$ cat config.mk
export PLATFORM = sky130hd
export DESIGN_NAME = led_blink_fade_controller
export DESIGN_NICKNAME = d
export VERILOG_FILES = /design/src/hdl/led_bfc_pkg.sv /design/src/hdl/led_bfc_cfg.sv /design/src/hdl/led_bfc_in_reg.sv /design/src/hdl/led_bfc_seq.sv /design/src/hdl/led_blink_fade_controller.sv
export SDC_FILE = /design/constraint.sdc
export NUM_CORES = 1
export LEC_CHECK = 0
export CORE_ASPECT_RATIO = 2
export CORE_MARGIN = 10
export CORE_UTILIZATION = 45
export CTS_CLUSTER_DIAMETER = 30
export DETAILED_ROUTE_END_ITERATION = 16
export DONT_BUFFER_PORTS = 1
export PLACE_DENSITY_LB_ADDON = 0.2
export SETUP_SLACK_MARGIN = 0.1
export SLEW_MARGIN = 5
export SYNTH_ARGS = -nofsm -noshare
export SYNTH_HDL_FRONTEND = slang
export SYNTH_SLANG_ARGS = --single-unit
$ cat constraint.sdc
create_clock -name clk -period 14.5 [get_ports clk]
set_input_delay 2.9 -clock clk [delete_from_list [all_inputs] [get_ports clk]]
set_output_delay 2.9 -clock clk [all_outputs]
set_load 0.1 [all_outputs]
$ cat src/hdl/led_bfc_pkg.sv
// shared types, constants and duty mapping for the led blink/fade controller
package led_bfc_pkg;

    localparam int unsigned FADE_INTERVAL_MS = 5;

    localparam logic [7:0] DUTY_MAX        = 8'd255;
    localparam logic [9:0] DUTY_SCALED_MAX = 10'd1023;
    localparam logic [9:0] DUTY_FULL_ON    = 10'd256;
    localparam logic [2:0] FADE_SHIFT_MAX  = 3'd7;
    localparam logic [7:0] BRIGHTNESS_RST  = 8'd255;

    typedef enum logic [1:0] {
        KIND_TICK  = 2'd0,
        KIND_BLINK = 2'd1,
        KIND_FADE  = 2'd2,
        KIND_OFF   = 2'd3
    } kind_t;

    typedef enum logic [1:0] {
        PH_IDLE = 2'd0,
        PH_ON   = 2'd1,
        PH_OFF  = 2'd2,
        PH_FADE = 2'd3
    } phase_t;

    typedef enum logic [1:0] {
        MODE_PLAIN  = 2'd0,
        MODE_SCALED = 2'd1,
        MODE_FULL   = 2'd2
    } mode_t;

    typedef enum logic [1:0] {
        CFG_BRIGHTNESS  = 2'd0,
        CFG_ACTIVE_LOW  = 2'd1,
        CFG_OUTPUT_MODE = 2'd2
    } cfg_index_t;

    typedef struct packed {
        kind_t       kind;
        logic [15:0] on_time;
        logic [15:0] off_time;
        logic [7:0]  repeat_count;
        logic [7:0]  decay_shift;
    } in_item_t;

    typedef struct packed {
        logic [9:0] duty_out;
        logic       duty_written;
        phase_t     phase;
    } out_item_t;

    typedef struct packed {
        logic [7:0] brightness;
        logic       active_low;
        logic [1:0] output_mode;
    } cfg_t;

    function automatic logic [9:0] map_duty(
        input logic [7:0] duty,
        input logic       active_low,
        input logic [1:0] output_mode
    );
        logic [7:0] v;
        logic [9:0] m;
        v = active_low ? (DUTY_MAX - duty) : duty;
        case (output_mode)
            MODE_SCALED:
            begin
                if (v == 8'd0)
                    m = 10'd0;
                else if (v == DUTY_MAX)
                    m = DUTY_SCALED_MAX;
                else
                    m = {v, 2'b11};
            end
            MODE_FULL:
            begin
                m = (v == DUTY_MAX) ? DUTY_FULL_ON : {2'b00, v};
            end
            default:
            begin
                m = {2'b00, v};
            end
        endcase
        return m;
    endfunction

endpackage

$ cat src/hdl/led_bfc_cfg.sv
// configuration register file: brightness, active-low flag and output mode
module led_bfc_cfg (
    input  logic                  clk,
    input  logic                  rst_n,
    input  logic                  cfg_valid,
    output logic                  cfg_ready,
    input  logic [1:0]            cfg_index,
    input  logic [7:0]            cfg_data,
    output led_bfc_pkg::cfg_t     cfg
);

    led_bfc_pkg::cfg_t cfg_reg;
    led_bfc_pkg::cfg_t cfg_next;

    assign cfg_ready = 1'b1;
    assign cfg       = cfg_reg;

    always_comb
    begin
        cfg_next = cfg_reg;
        if (cfg_valid && cfg_ready)
        begin
            case (cfg_index)
                led_bfc_pkg::CFG_BRIGHTNESS:  cfg_next.brightness  = cfg_data;
                led_bfc_pkg::CFG_ACTIVE_LOW:  cfg_next.active_low  = cfg_data[0];
                led_bfc_pkg::CFG_OUTPUT_MODE: cfg_next.output_mode = cfg_data[1:0];
                default:                      cfg_next = cfg_reg;
            endcase
        end
    end

    always_ff @(posedge clk or negedge rst_n)
    begin
        if (!rst_n)
        begin
            cfg_reg.brightness  <= led_bfc_pkg::BRIGHTNESS_RST;
            cfg_reg.active_low  <= 1'b0;
            cfg_reg.output_mode <= led_bfc_pkg::MODE_PLAIN;
        end
        else
        begin
            cfg_reg <= cfg_next;
        end
    end

endmodule

$ cat src/hdl/led_bfc_in_reg.sv
// input register stage holding one accepted command or tick beat
module led_bfc_in_reg (
    input  logic                      clk,
    input  logic                      rst_n,
    input  logic                      in_valid,
    output logic                      in_stall,
    input  led_bfc_pkg::in_item_t     in_item,
    input  logic                      take,
    output logic                      item_valid,
    output led_bfc_pkg::in_item_t     item
);

    logic                  valid_reg;
    logic                  valid_next;
    logic                  load;
    led_bfc_pkg::in_item_t item_reg;

    assign in_stall   = valid_reg && !take;
    assign load       = in_valid && !in_stall;
    assign item_valid = valid_reg;
    assign item       = item_reg;

    always_comb
    begin
        if (load)
            valid_next = 1'b1;
        else if (take)
            valid_next = 1'b0;
        else
            valid_next = valid_reg;
    end

    always_ff @(posedge clk or negedge rst_n)
    begin
        if (!rst_n)
            valid_reg <= 1'b0;
        else
            valid_reg <= valid_next;
    end

    always_ff @(posedge clk)
    begin
        if (load)
            item_reg <= in_item;
    end

endmodule

$ cat src/hdl/led_bfc_seq.sv
// blink/fade sequencer state, duty mapping and result register
module led_bfc_seq (
    input  logic                      clk,
    input  logic                      rst_n,
    input  led_bfc_pkg::cfg_t         cfg,
    input  logic                      item_valid,
    input  led_bfc_pkg::in_item_t     item,
    output logic                      take,
    output logic                      out_valid,
    input  logic                      out_stall,
    output led_bfc_pkg::out_item_t    out_item
);

    led_bfc_pkg::phase_t phase_reg, phase_next;
    logic [31:0] time_now_reg, time_now_next;
    logic [31:0] deadline_reg, deadline_next;
    logic [7:0]  cycles_reg, cycles_next;
    logic [7:0]  level_reg, level_next;
    logic [2:0]  shift_reg, shift_next;
    logic [15:0] on_len_reg, on_len_next;
    logic [15:0] off_len_reg, off_len_next;
    logic [9:0]  duty_reg, duty_next;

    logic                    out_valid_reg, out_valid_next;
    led_bfc_pkg::out_item_t  out_reg;

    logic [31:0] now;
    logic [31:0] diff;
    logic        due;
    logic [7:0]  delta_raw;
    logic [7:0]  delta;
    logic        fade_end;
    logic [7:0]  level_dec;
    logic [7:0]  cycles_dec;
    logic        wr;
    logic [7:0]  wr_duty;

    assign take      = item_valid && (!out_valid_reg || !out_stall);
    assign out_valid = out_valid_reg;
    assign out_item  = out_reg;

    assign now        = time_now_reg + 32'd1;
    assign diff       = now - deadline_reg;
    assign due        = !diff[31];
    assign delta_raw  = level_reg >> shift_reg;
    assign delta      = (delta_raw == 8'd0) ? 8'd1 : delta_raw;
    assign fade_end   = {1'b0, level_reg} <= ({1'b0, delta} + 9'd1);
    assign level_dec  = level_reg - delta;
    assign cycles_dec = cycles_reg - 8'd1;

    always_comb
    begin
        phase_next    = phase_reg;
        time_now_next = time_now_reg;
        deadline_next = deadline_reg;
        cycles_next   = cycles_reg;
        level_next    = level_reg;
        shift_next    = shift_reg;
        on_len_next   = on_len_reg;
        off_len_next  = off_len_reg;
        wr            = 1'b0;
        wr_duty       = 8'd0;
        if (take)
        begin
            case (item.kind)
                led_bfc_pkg::KIND_TICK:
                begin
                    time_now_next = now;
                    if (phase_reg != led_bfc_pkg::PH_IDLE && due)
                    begin
                        case (phase_reg)
                            led_bfc_pkg::PH_FADE:
                            begin
                                wr = 1'b1;
                                if (fade_end)
                                begin
                                    level_next = 8'd0;
                                    wr_duty    = 8'd0;
                                    phase_next = led_bfc_pkg::PH_IDLE;
                                end
                                else
                                begin
                                    level_next    = level_dec;
                                    wr_duty       = level_dec;
                                    deadline_next =
                                        now + 32'(led_bfc_pkg::FADE_INTERVAL_MS);
                                end
                            end
                            led_bfc_pkg::PH_ON:
                            begin
                                wr            = 1'b1;
                                wr_duty       = 8'd0;
                                phase_next    = led_bfc_pkg::PH_OFF;
                                deadline_next = now + {16'd0, off_len_reg};
                            end
                            led_bfc_pkg::PH_OFF:
                            begin
                                cycles_next = cycles_dec;
                                if (cycles_dec == 8'd0)
                                begin
                                    phase_next = led_bfc_pkg::PH_IDLE;
                                end
                                else
                                begin
                                    wr            = 1'b1;
                                    wr_duty       = cfg.brightness;
                                    phase_next    = led_bfc_pkg::PH_ON;
                                    deadline_next = now + {16'd0, on_len_reg};
                                end
                            end
                            default:
                            begin
                                phase_next = phase_reg;
                            end
                        endcase
                    end
                end
                led_bfc_pkg::KIND_BLINK:
                begin
                    wr = 1'b1;
                    if (item.repeat_count == 8'd0)
                    begin
                        // zero count behaves as off
                        phase_next  = led_bfc_pkg::PH_IDLE;
                        cycles_next = 8'd0;
                        level_next  = 8'd0;
                        wr_duty     = 8'd0;
                    end
                    else
                    begin
                        on_len_next   = item.on_time;
                        off_len_next  = item.off_time;
                        cycles_next   = item.repeat_count;
                        wr_duty       = cfg.brightness;
                        phase_next    = led_bfc_pkg::PH_ON;
                        deadline_next = time_now_reg + {16'd0, item.on_time};
                    end
                end
                led_bfc_pkg::KIND_FADE:
                begin
                    shift_next    = (item.decay_shift[7:3] != 5'd0) ?
                                    led_bfc_pkg::FADE_SHIFT_MAX : item.decay_shift[2:0];
                    level_next    = cfg.brightness;
                    wr            = 1'b1;
                    wr_duty       = cfg.brightness;
                    phase_next    = led_bfc_pkg::PH_FADE;
                    deadline_next = time_now_reg + 32'(led_bfc_pkg::FADE_INTERVAL_MS);
                end
                default:
                begin
                    phase_next  = led_bfc_pkg::PH_IDLE;
                    cycles_next = 8'd0;
                    level_next  = 8'd0;
                    wr          = 1'b1;
                    wr_duty     = 8'd0;
                end
            endcase
        end
        duty_next = wr ? led_bfc_pkg::map_duty(wr_duty, cfg.active_low, cfg.output_mode)
                       : duty_reg;
    end

    always_comb
    begin
        if (take)
            out_valid_next = 1'b1;
        else if (!out_stall)
            out_valid_next = 1'b0;
        else
            out_valid_next = out_valid_reg;
    end

    always_ff @(posedge clk or negedge rst_n)
    begin
        if (!rst_n)
        begin
            phase_reg     <= led_bfc_pkg::PH_IDLE;
            time_now_reg  <= 32'd0;
            deadline_reg  <= 32'd0;
            cycles_reg    <= 8'd0;
            level_reg     <= 8'd0;
            shift_reg     <= 3'd0;
            on_len_reg    <= 16'd0;
            off_len_reg   <= 16'd0;
            duty_reg      <= 10'd0;
            out_valid_reg <= 1'b0;
        end
        else
        begin
            phase_reg     <= phase_next;
            time_now_reg  <= time_now_next;
            deadline_reg  <= deadline_next;
            cycles_reg    <= cycles_next;
            level_reg     <= level_next;
            shift_reg     <= shift_next;
            on_len_reg    <= on_len_next;
            off_len_reg   <= off_len_next;
            duty_reg      <= duty_next;
            out_valid_reg <= out_valid_next;
        end
    end

    // result register
    always_ff @(posedge clk)
    begin
        if (take)
        begin
            out_reg.duty_out     <= duty_next;
            out_reg.duty_written <= wr;
            out_reg.phase        <= phase_next;
        end
    end

`ifndef SYNTHESIS
    a_tick_advances_time: assert property (@(posedge clk) disable iff (!rst_n)
        take && item.kind == led_bfc_pkg::KIND_TICK
        |=> time_now_reg == $past(time_now_reg) + 32'd1)
        else $error("time counter did not advance on a tick beat");

    a_idle_holds_state: assert property (@(posedge clk) disable iff (!rst_n)
        !take |=> $stable(time_now_reg) && $stable(phase_reg) && $stable(duty_reg))
        else $error("sequencer state changed without a beat");

    a_take_gives_result: assert property (@(posedge clk) disable iff (!rst_n)
        take |=> out_valid_reg)
        else $error("accepted beat produced no result");

    a_result_matches_state: assert property (@(posedge clk) disable iff (!rst_n)
        out_valid_reg |-> out_reg.phase == phase_reg && out_reg.duty_out == duty_reg)
        else $error("held result disagrees with sequencer state");
`endif

endmodule

$ cat src/hdl/led_blink_fade_controller.sv
// an accepted beat is held in the input register, then the sequencer step writes its result register
// throughput: one command or tick beat per cycle while the output is not stalled
// the configuration port is always ready and takes one write per cycle
// reset clears phase, time, deadline, counters and duty to zero, brightness to 255
// active_low and output_mode reset to 0; the pipeline comes out of reset empty
module led_blink_fade_controller (
    input  logic                      clk,
    input  logic                      rst_n,
    input  logic                      in_valid,
    output logic                      in_stall,
    input  led_bfc_pkg::in_item_t     in_item,
    output logic                      out_valid,
    input  logic                      out_stall,
    output led_bfc_pkg::out_item_t    out_item,
    input  logic                      cfg_valid,
    output logic                      cfg_ready,
    input  logic [1:0]                cfg_index,
    input  logic [7:0]                cfg_data
);

    led_bfc_pkg::cfg_t     cfg;
    led_bfc_pkg::in_item_t item;
    logic                  item_valid;
    logic                  take;

    led_bfc_cfg u_cfg (
        .clk       (clk),
        .rst_n     (rst_n),
        .cfg_valid (cfg_valid),
        .cfg_ready (cfg_ready),
        .cfg_index (cfg_index),
        .cfg_data  (cfg_data),
        .cfg       (cfg)
    );

    led_bfc_in_reg u_in_reg (
        .clk        (clk),
        .rst_n      (rst_n),
        .in_valid   (in_valid),
        .in_stall   (in_stall),
        .in_item    (in_item),
        .take       (take),
        .item_valid (item_valid),
        .item       (item)
    );

    led_bfc_seq u_seq (
        .clk        (clk),
        .rst_n      (rst_n),
        .cfg        (cfg),
        .item_valid (item_valid),
        .item       (item),
        .take       (take),
        .out_valid  (out_valid),
        .out_stall  (out_stall),
        .out_item   (out_item)
    );

endmodule

==> flow_summary.toml, run 1 <==
[status]
outcome = "finished, final reports clean"

[synthesis]
ys_seq_elements = 203
yosysTopAreaCell = "dfrtp_1"
synth.top_cells.by_area = "dfrtp_1, edfxtp_1, ha_1"
yosysUniqueCellTypes = 94
yosys_warnings = 0
synth_edf_count = 63
ys.flop_type = "dfrtp_1"
synth_nets = 1513
async_flop_share = 0.690
yosysTopAreaCellShare = 0.247
avgSynthCellArea_um2 = 9.86
syn_area_um2 = 13400
ys_seq_area_frac = 0.405
synth_cells = 1354

[die]
io_pins = 81
die_w_um = 142
coreArea_um2 = 29400
die-area_um2 = 37400
initial_core_util = 0.454
die_y_um = 264
rows = 89

[setup_path]
end_kind = "primary output"
r2r_cells = 23
r2r_setup_slack_ps = 8020
crit_start = "out_stall"
path_delay_family = "buffers and inverters"
crit_buf_inv = 1
timing.rr.start = "u_seq.shift_reg[0]"
cp_cell_sequence = "nand3_1 > inv_1"
crit_required_ps = 11600
crit_slowest_cell = "inv_1"
cp_data_arrival_time_ps = 3690
crit_fanout = 3
cp_slowest_stage_delay_ps = 690
start_kind = "input port"
worstSetupPathType = "in -> out"
crit_cells = 2
r2r-end = "u_seq.out_item[8]"
crit_path_end = "in_stall"

[clocking]
clk_pin_slew_ps = 60
h-tree-depth = 2
cts_sinks = 203
cts_buffers = 34
clock_latency_ps = 540
ctsResizeCount = 0
hold_buffers = 0
cts.path.max_buffers = 3
cts_root_buf = "clkbuf_16"
cts_setup_buffers = 0
cts_tree = "done"

[drt]
routedWlPerCell_um = 20.2
vias_per_cell = 5.83
post-route-drc-count = 0
drtPass1Iterations = 5
routed_wl_um = 35200
postRouteAntennaNets = 0
vias = 10100
drt_iter0_markers = 465

[timing]
finalCritPeriodShare = 0.454
max_freq_ghz = 0.152
setup_violations = 0
max_slew_margin = 0.263
tightest_slew_ps = 1110
finalHoldViolCount = 0
slew_violations = 0
rsz0062_at_grt = "false"
tns_ps = 0
fin_worst_skew_ps = 31.4
finalCriticalPeriod_ps = 6590

[cells_and_area]
diodes = 0
regArea_um2 = 5410
final_area_um2 = 14800
fillers = 2733
fin_nets = 1508
area_growth_pct = 10.8
multi_input_area_um2 = 7450
largest_reg_flops = 50
layout-drive-gt1-share = 0.116

[flow_run]
cap_violations = 0

[global_routing]
antenna_found_initial = 1
grt_pass1_vias = 10800
grt_max_degree = 141
grt_use_total = 0.190
grt_pass1_wl_um = 57100
grt_overflow_total = 0

[placed_design]
port_buffers = 0
place_hpwl_um = 26900
dpl_cell_area_um2 = 13700
gp_congestion = 0.892

[power]
leakage_nw = 6.37
p_per_area_nw_per_um2 = 154
ir_drop_mv = 0.113

[hold_path]
hold_path.class = "reg -> reg"
layout by cell type (no fill, tap or decap), types with 15 or more instances in the layout:
cell type  count
nand4_1       27
xor2_1        47
mux2_2        52
o21ai_0       59
a22oi_1       24
inv_1         76
nand2_1       98
xnor2_1       81
a21o_1        21
and3_1        16
nand3_1       39
nor2b_1       36
nor3_1        15
a21oi_1       78
nor2_1        95
clkbuf_16     34
edfxtp_1      63
ha_1          91
dfrtp_1      132
mux2i_1       22
metrics by stage:
| stage | setup slack (ps) | instances | utilization | hold slack, ps | total power, mW |
|---|---|---|---|---|---|
| after floorplan | 7950 | 1354 | - | 441 | 1.32 |
| after global placement | 7930 | 1677 | 0.465 | 460 | 1.47 |
| after detailed placement | 7910 | 1677 | 0.465 | 465 | 1.49 |
| after CTS | 7910 | 1739 | 0.503 | 484 | 2.30 |
| after global routing | 7410 | 1739 | 0.503 | 491 | 2.41 |
| final | 7910 | 1739 | 0.503 | 480 | 2.28 |
power breakdown:
| group | total, mW | switching (mW) | internal (mW) |
|---|---|---|---|
| registers | 0.851 | 0.143 | 0.708 |
| logic | 0.626 | 0.354 | 0.272 |
| clock network | 0.798 | 0.312 | 0.487 |
| total | 2.28 | 0.808 | 1.47 |
cell type report:
class / instances / area share
multi-input combinational: 1023 / 0.503
sequential: 203 / 0.365
clock buffer: 39 / 0.0594
tap: 364 / 0.0308
inverter: 77 / 0.0195
clock inverter: 23 / 0.0168
timing repair buffer: 10 / 0.00507
routing by layer:
| metal | vias to the layer above | global-route usage | wire [um] | part of all wire |
|---|---|---|---|---|
| met5 | - | 0 | 13 | 0.00037 |
| met4 | 2 | 0.0979 | 1840 | 0.052 |
| met3 | 105 | 0.0294 | 1160 | 0.033 |
| met1 | 4910 | 0.183 | 12100 | 0.34 |
| met2 | 237 | 0.368 | 20000 | 0.57 |
| li1 | 4886 | - | - | - |
cells in the mapped netlist (36+ instances only):
master and number:
nand2_1 98, ha_1 91, xor2_1 47, nand3_1 39, edfxtp_1 63, o21ai_0 59
xnor2_1 81, inv_1 76, nor2_1 95, a21oi_1 78, mux2_2 52, dfrtp_1 132
nor2b_1 36
logic make-up after synthesis:
| family | after synthesis | share of synthesized area |
|---|---|---|
| AO/OA/AOI/OAI | 307 | 0.157 |
| buffers and inverters | 128 | 0.0382 |
| multiplexers | 75 | 0.0614 |
| flip-flops | 203 | 0.405 |
| AND/OR/NAND/NOR | 417 | 0.163 |
| XOR/XNOR | 129 | 0.0860 |
| adder cells (fa/ha/maj) | 94 | 0.0897 |
| other | 1 | 0.000281 |
worst min path at each step:
stage	to	cells after the start	start	slack, ps
floorplan	u_seq.out_valid	1	u_in_reg.item_valid	440
global placement	u_seq.shift_reg[0]	2	u_in_reg.item[0]	460
detailed placement	u_seq.off_len_reg[2]	1	u_in_reg.item[18]	460
CTS	u_seq.out_valid	1	u_in_reg.item_valid	480
global route	u_seq.off_len_reg[6]	1	u_in_reg.item[22]	490
finish	u_seq.off_len_reg[6]	1	u_in_reg.item[22]	480
(Power assumes the default switching activity.)
==> run 2: changes to the inputs <==
Clock period 14.5 ns to 6.2 ns, I/O delays scaled along.
==> run 2 against run 1 <==
  * Clock power is 130% higher
  * Register-to-register slack worse by 7600 ps
  * Via count is 0.88% higher
  * Critical path type is now reg -> reg
  * Critical endpoint is now u_seq.out_item[9]
==> flow_summary.toml, run 2 (same netlist as run 1, synthesis figures left out) <==
[clocking]
cts_sinks = 203
clock_latency_ps = 580
hold_buffers = 0
h-tree-depth = 1
clk_pin_slew_ps = 70
cts_tree = "done"
cts.path.max_buffers = 3
cts_root_buf = "clkbuf_16"
cts_buffers = 31

[drt]
drtPass1Iterations = 4
routed_wl_um = 36400
wl_met1_um = 12400
post-route-drc-count = 0
wl_met3_um = 1100
top_layer = "met5"
route.met2.wl_um = 20600
routedWlPerCell_um = 20.6
drt_iter0_markers = 423
vias = 10200
vias_per_cell = 5.79
postRouteAntennaNets = 0

[timing]
finalCritPeriodShare = 0.936
tns_ps = 0
tightest_slew_ps = 1110
max_slew_margin = 0.261
slew_violations = 0
timing.final.ws_setup_ps = 399
rsz0062_at_grt = "false"
finalHoldViolCount = 0
finalCriticalPeriod_ps = 5800
max_freq_ghz = 0.172
setup_violations = 0
fin_worst_skew_ps = 24.4

[placed_design]
dp_cells = 1704
place_hpwl_um = 28100
pre_cts_ws_ps = 59.0
port_buffers = 0
gp_congestion = 0.951

[flow_run]
cap_violations = 0

[cells_and_area]
final_common_cell = "dfrtp_1"
stdcell_count = 1766
largest_reg_flops = 50
fin_nets = 1535
area_growth_pct = 13.0
layout-drive-gt1-share = 0.146
fillers = 2779
layout_common_cells = "dfrtp_1, nand2_1, nor2_1, ha_1, xnor2_1"

[setup_path]
worstSetupPathType = "reg -> reg"
end_kind = "flip-flop"
crit_required_ps = 6510
cp_data_arrival_time_ps = 6110
r2r_setup_slack_ps = 400
crit_fanout = 7
crit_start = "u_seq.shift_reg[0]"
crit_path_end = "u_seq.out_item[9]"
r2r-end = "u_seq.out_item[9]"
r2r_cells = 23
timing.rr.start = "u_seq.shift_reg[0]"
start_kind = "flip-flop"

[power]
p_per_area_nw_per_um2 = 354
leakage_nw = 6.52
ir_drop_mv = 0.299

[global_routing]
grt_pass1_vias = 10600
grt_pass1_wl_um = 57100
grt_overflow_total = 0
grt_max_degree = 141
antenna_found_initial = 2
grt_use_total = 0.191

[die]
io_pins = 81
rows = 89
die_w_um = 142
die_y_um = 264
initial_core_util = 0.454
die-area_um2 = 37400
coreArea_um2 = 29400

[hold_path]
hold_path.class = "in -> async"

[status]
outcome = "finished, final reports clean"
==> run 2: changes by cell type in the layout (fill, tap and decap cells not counted), moves of 2 or more <==
| cell | before | now |
|---|---|---|
| mux2i_4 | 0 | 2 |
| dfrtp_2 | 0 | 2 |
| mux2i_1 | 22 | 20 |
| buf_4 | 10 | 39 |
| clkbuf_1 | 4 | 0 |
| clkbuf_16 | 34 | 31 |
| inv_6 | 9 | 7 |
| inv_8 | 3 | 8 |
| inv_12 | 0 | 2 |
| dfrtp_1 | 132 | 130 |
==> run 2: worst min path at each step <==
stage / slack (ps) / to / cells past startpoint
floorplan: 440 / u_seq.out_valid / 1
global placement: 460 / u_seq.out_valid / 1
detailed placement: 470 / u_seq.off_len_reg[7] / 1
CTS: 340 / u_seq.off_len_reg[13] / 0
global route: 340 / u_seq.off_len_reg[15] / 0
finish: 360 / u_seq.off_len_reg[11] / 0
==> run 2: repair_timing <==
item                       4_1_cts  5_1_grt
pin swaps                        0        1
buffers inserted                 0        3
setup endpoints to repair        3       20
gates resized for setup          1       18
==> run 2: layout make-up <==
| type | count | area, um^2 | area share |
|---|---|---|---|
| multi-input cells | 1023 | 7540 | 0.499 |
| flip-flops and latches | 203 | 5410 | 0.358 |
| clock buffers | 31 | 776 | 0.0514 |
| well taps | 364 | 455 | 0.0302 |
| repair buffers | 40 | 313 | 0.0207 |
| clock inverters | 27 | 312 | 0.0206 |
| inverters | 77 | 289 | 0.0192 |
| diodes | 1 | 2.50 | 0.000166 |
==> run 2: through the flow <==
| stage | hold slack [ps] | power (mW) | area [um^2] | util |
|---|---|---|---|---|
| global placement | 460 | 3.50 | 13900 | 0.472 |
| CTS | 337 | 5.36 | 15000 | 0.509 |
| finish | 362 | 5.34 | 15100 | 0.513 |
| global route | 337 | 5.64 | 15100 | 0.513 |
| floorplan | 441 | 3.08 | 13400 | - |
| detailed placement | 466 | 3.52 | 13900 | 0.472 |
==> run 2: worst max-delay path, cell delays in order (launching register included) <==
cell	delay, ps
dfrtp_2	440
mux2_2	360
and2_1	160
or2_2	330
nor2_1	120
a41o_1	230
ha_2	230
nor3b_1	190
o2bb2ai_1	130
o22ai_1	140
xnor2_1	170
ha_1	300
a21o_1	200
a2111oi_2	450
a311oi_2	180
and2_4	200
nand2_1	120
a2bb2oi_2	200
o41ai_4	90
buf_4	180
a2111o_1	400
a211oi_4	310
nand4_1	180
a31o_1	250
==> run 2: report_power, final <==
part	switching [mW]	internal [mW]
sequential	0.324	1.66
clock	0.751	1.05
combinational	0.880	0.672
total	1.95	3.38
==> run 2: routing by layer <==
metal | global-route usage | vias up
met3 | 0.0281 | 110
met2 | 0.372 | 207
met1 | 0.177 | 4959
met4 | 0.114 | 2
li1 | - | 4951
met5 | 0 | -
==> run 3: changes to the inputs <==
Settings changed: CORE_UTILIZATION 45 to 55.
==> run 3 against run 2 <==
  * Setup slack worse by 88 ps
  * Fmax shrank 1.5%
  * Clock power is 6% lower
  * Clock-buffer cell count unchanged
  * Clock skew up 0.88 ps
  * Largest cell class unchanged
==> flow_summary.toml, run 3 (same netlist as run 1, synthesis figures left out) <==
[global_routing]
grt_pass1_vias = 10700
grtUsageMet3 = 0.0338
gr-usage-met1 = 0.217
grt_max_degree = 141
grt.busiest_layer = "met2"
grt_use_total = 0.225
grt_overflow_total = 0
use_met2 = 0.434
grt_pass1_wl_um = 55500
antenna_found_initial = 0

[drt]
routed_wl_um = 34800
routedWlPerCell_um = 20.7
vias_per_cell = 6.14
drt_iter0_markers = 523
postRouteAntennaNets = 0
post-route-drc-count = 0
drtPass1Iterations = 5
vias = 10300

[cells_and_area]
fillers = 2011
diodes = 0
layout_common_cells = "dfrtp_1, nand2_1, nor2_1, ha_1, xnor2_1"
final_common_cell = "dfrtp_1"
area_growth_pct = 11.5
largest_reg_flops = 50
stdcell_count = 1681
layout-drive-gt1-share = 0.140
fin_util = 0.623
fin_nets = 1529

[die]
io_pins = 81
die_y_um = 240
die-area_um2 = 31300
rows = 80
initial_core_util = 0.558
coreArea_um2 = 23900
die_w_um = 130

[clocking]
h-tree-depth = 1
cts.path.max_buffers = 3
cts_sinks = 203
hold_buffers = 0
cts_root_buf = "clkbuf_16"
clock_latency_ps = 580
cts_buffers = 30
cts_tree = "done"
clk_pin_slew_ps = 60

[power]
clkPwrFrac = 0.325
p_int_mw = 3.30
p_per_area_nw_per_um2 = 350
seq_power_share = 0.378
ir_drop_mv = 0.318
leakage_nw = 6.44
swShare = 0.368
comb_power_share = 0.296
finalPower_mw = 5.22
p_sw_mw = 1.92

[setup_path]
crit_required_ps = 6510
crit_cells = 20
cp_data_arrival_time_ps = 6200
cp_slowest_stage_delay_ps = 570
cp_cell_sequence = "nand4_1 > or3_1 > nor4_1 > buf_4 > and2_1 > buf_4 > xor2_1 > ha_1 > a21oi_1 > o21ai_0 > a21oi_1 > o211a_1 > o21a_1 > mux2i_4 > o41ai_4 > buf_4 > a2111o_1 > a211oi_4 > nand4_1 > a31o_1"
end_kind = "flip-flop"
r2r_setup_slack_ps = 310
path_delay_family = "compound AO/OA/AOI/OAI gates"
start_kind = "flip-flop"
crit_buf_inv = 3
worstSetupPathType = "reg -> reg"
cpMostUsedCell = "buf_4"
r2r_cells = 20
crit_fanout = 8
crit_slowest_cell = "dfrtp_1"

[timing]
finalHoldViolCount = 0
max_freq_ghz = 0.170
rsz0062_at_grt = "false"
max_slew_margin = 0.277
slew_violations = 0
hold_ws_ps = 367
tns_ps = 0
setup_violations = 0
tightest_slew_ps = 1080
fin_worst_skew_ps = 25.3
finalCriticalPeriod_ps = 5890
finalCritPeriodShare = 0.950

[placed_design]
place_hpwl_um = 26900
gp_congestion = 0.913
port_buffers = 0
dp_cells = 1621

[status]
outcome = "finished, final reports clean"

[flow_run]
cap_violations = 0

[hold_path]
hold_path.class = "in -> async"
run 3: stage by stage:
stage                     worst slack [ps]  area (um^2)
after CTS                              131        14800
after floorplan                        797        13400
after global routing                   121        14900
final                                  311        14900
after detailed placement              33.2        13700
after global placement                 196        13700
run 3: worst paths after layout:
path,from,to
hold reg to reg,u_in_reg.item[25],u_seq.off_len_reg[9]
max in group asynchronous,rst_n,u_cfg.cfg[6]
setup reg to reg,u_seq.time_now_reg[7],u_seq.out_item[9]
setup / recovery,u_seq.time_now_reg[7],u_seq.out_item[9]
min in group clk,u_in_reg.item[25],u_seq.off_len_reg[9]
hold / removal,rst_n,u_seq.deadline_reg[13]
run 3: timing repair:
item | in CTS | in global routing
setup buffers | 0 | 4
setup endpoints to repair | 6 | 18
pin swaps | 0 | 2
gates resized for setup | 1 | 17
run 3: per-layer routing:
layer | wire length [um] | share of wire | vias to the layer above
met5 | 0 | 0 | -
li1 | - | - | 4944
met4 | 1700 | 0.049 | 0
met1 | 12000 | 0.35 | 5053
met2 | 19800 | 0.57 | 222
met3 | 1250 | 0.036 | 108
run 3: final cells by class:
class	count	area, um^2	area share
clock buffer	31	754	0.0506
multi-input combinational	1023	7540	0.506
clock inverter	25	274	0.0184
sequential	203	5410	0.363
timing repair buffer	35	275	0.0185
tap	287	359	0.0241
inverter	77	289	0.0194
run 3: power by group through the flow:
stage / logic (mW) / clock network, mW / registers (mW)
after floorplan: 1.16 / 0 / 1.92
after global placement: 1.47 / 0 / 1.99
after detailed placement: 1.51 / 0 / 2.00
after CTS: 1.52 / 1.73 / 1.97
after global routing: 1.74 / 1.79 / 2.01
final: 1.55 / 1.70 / 1.98
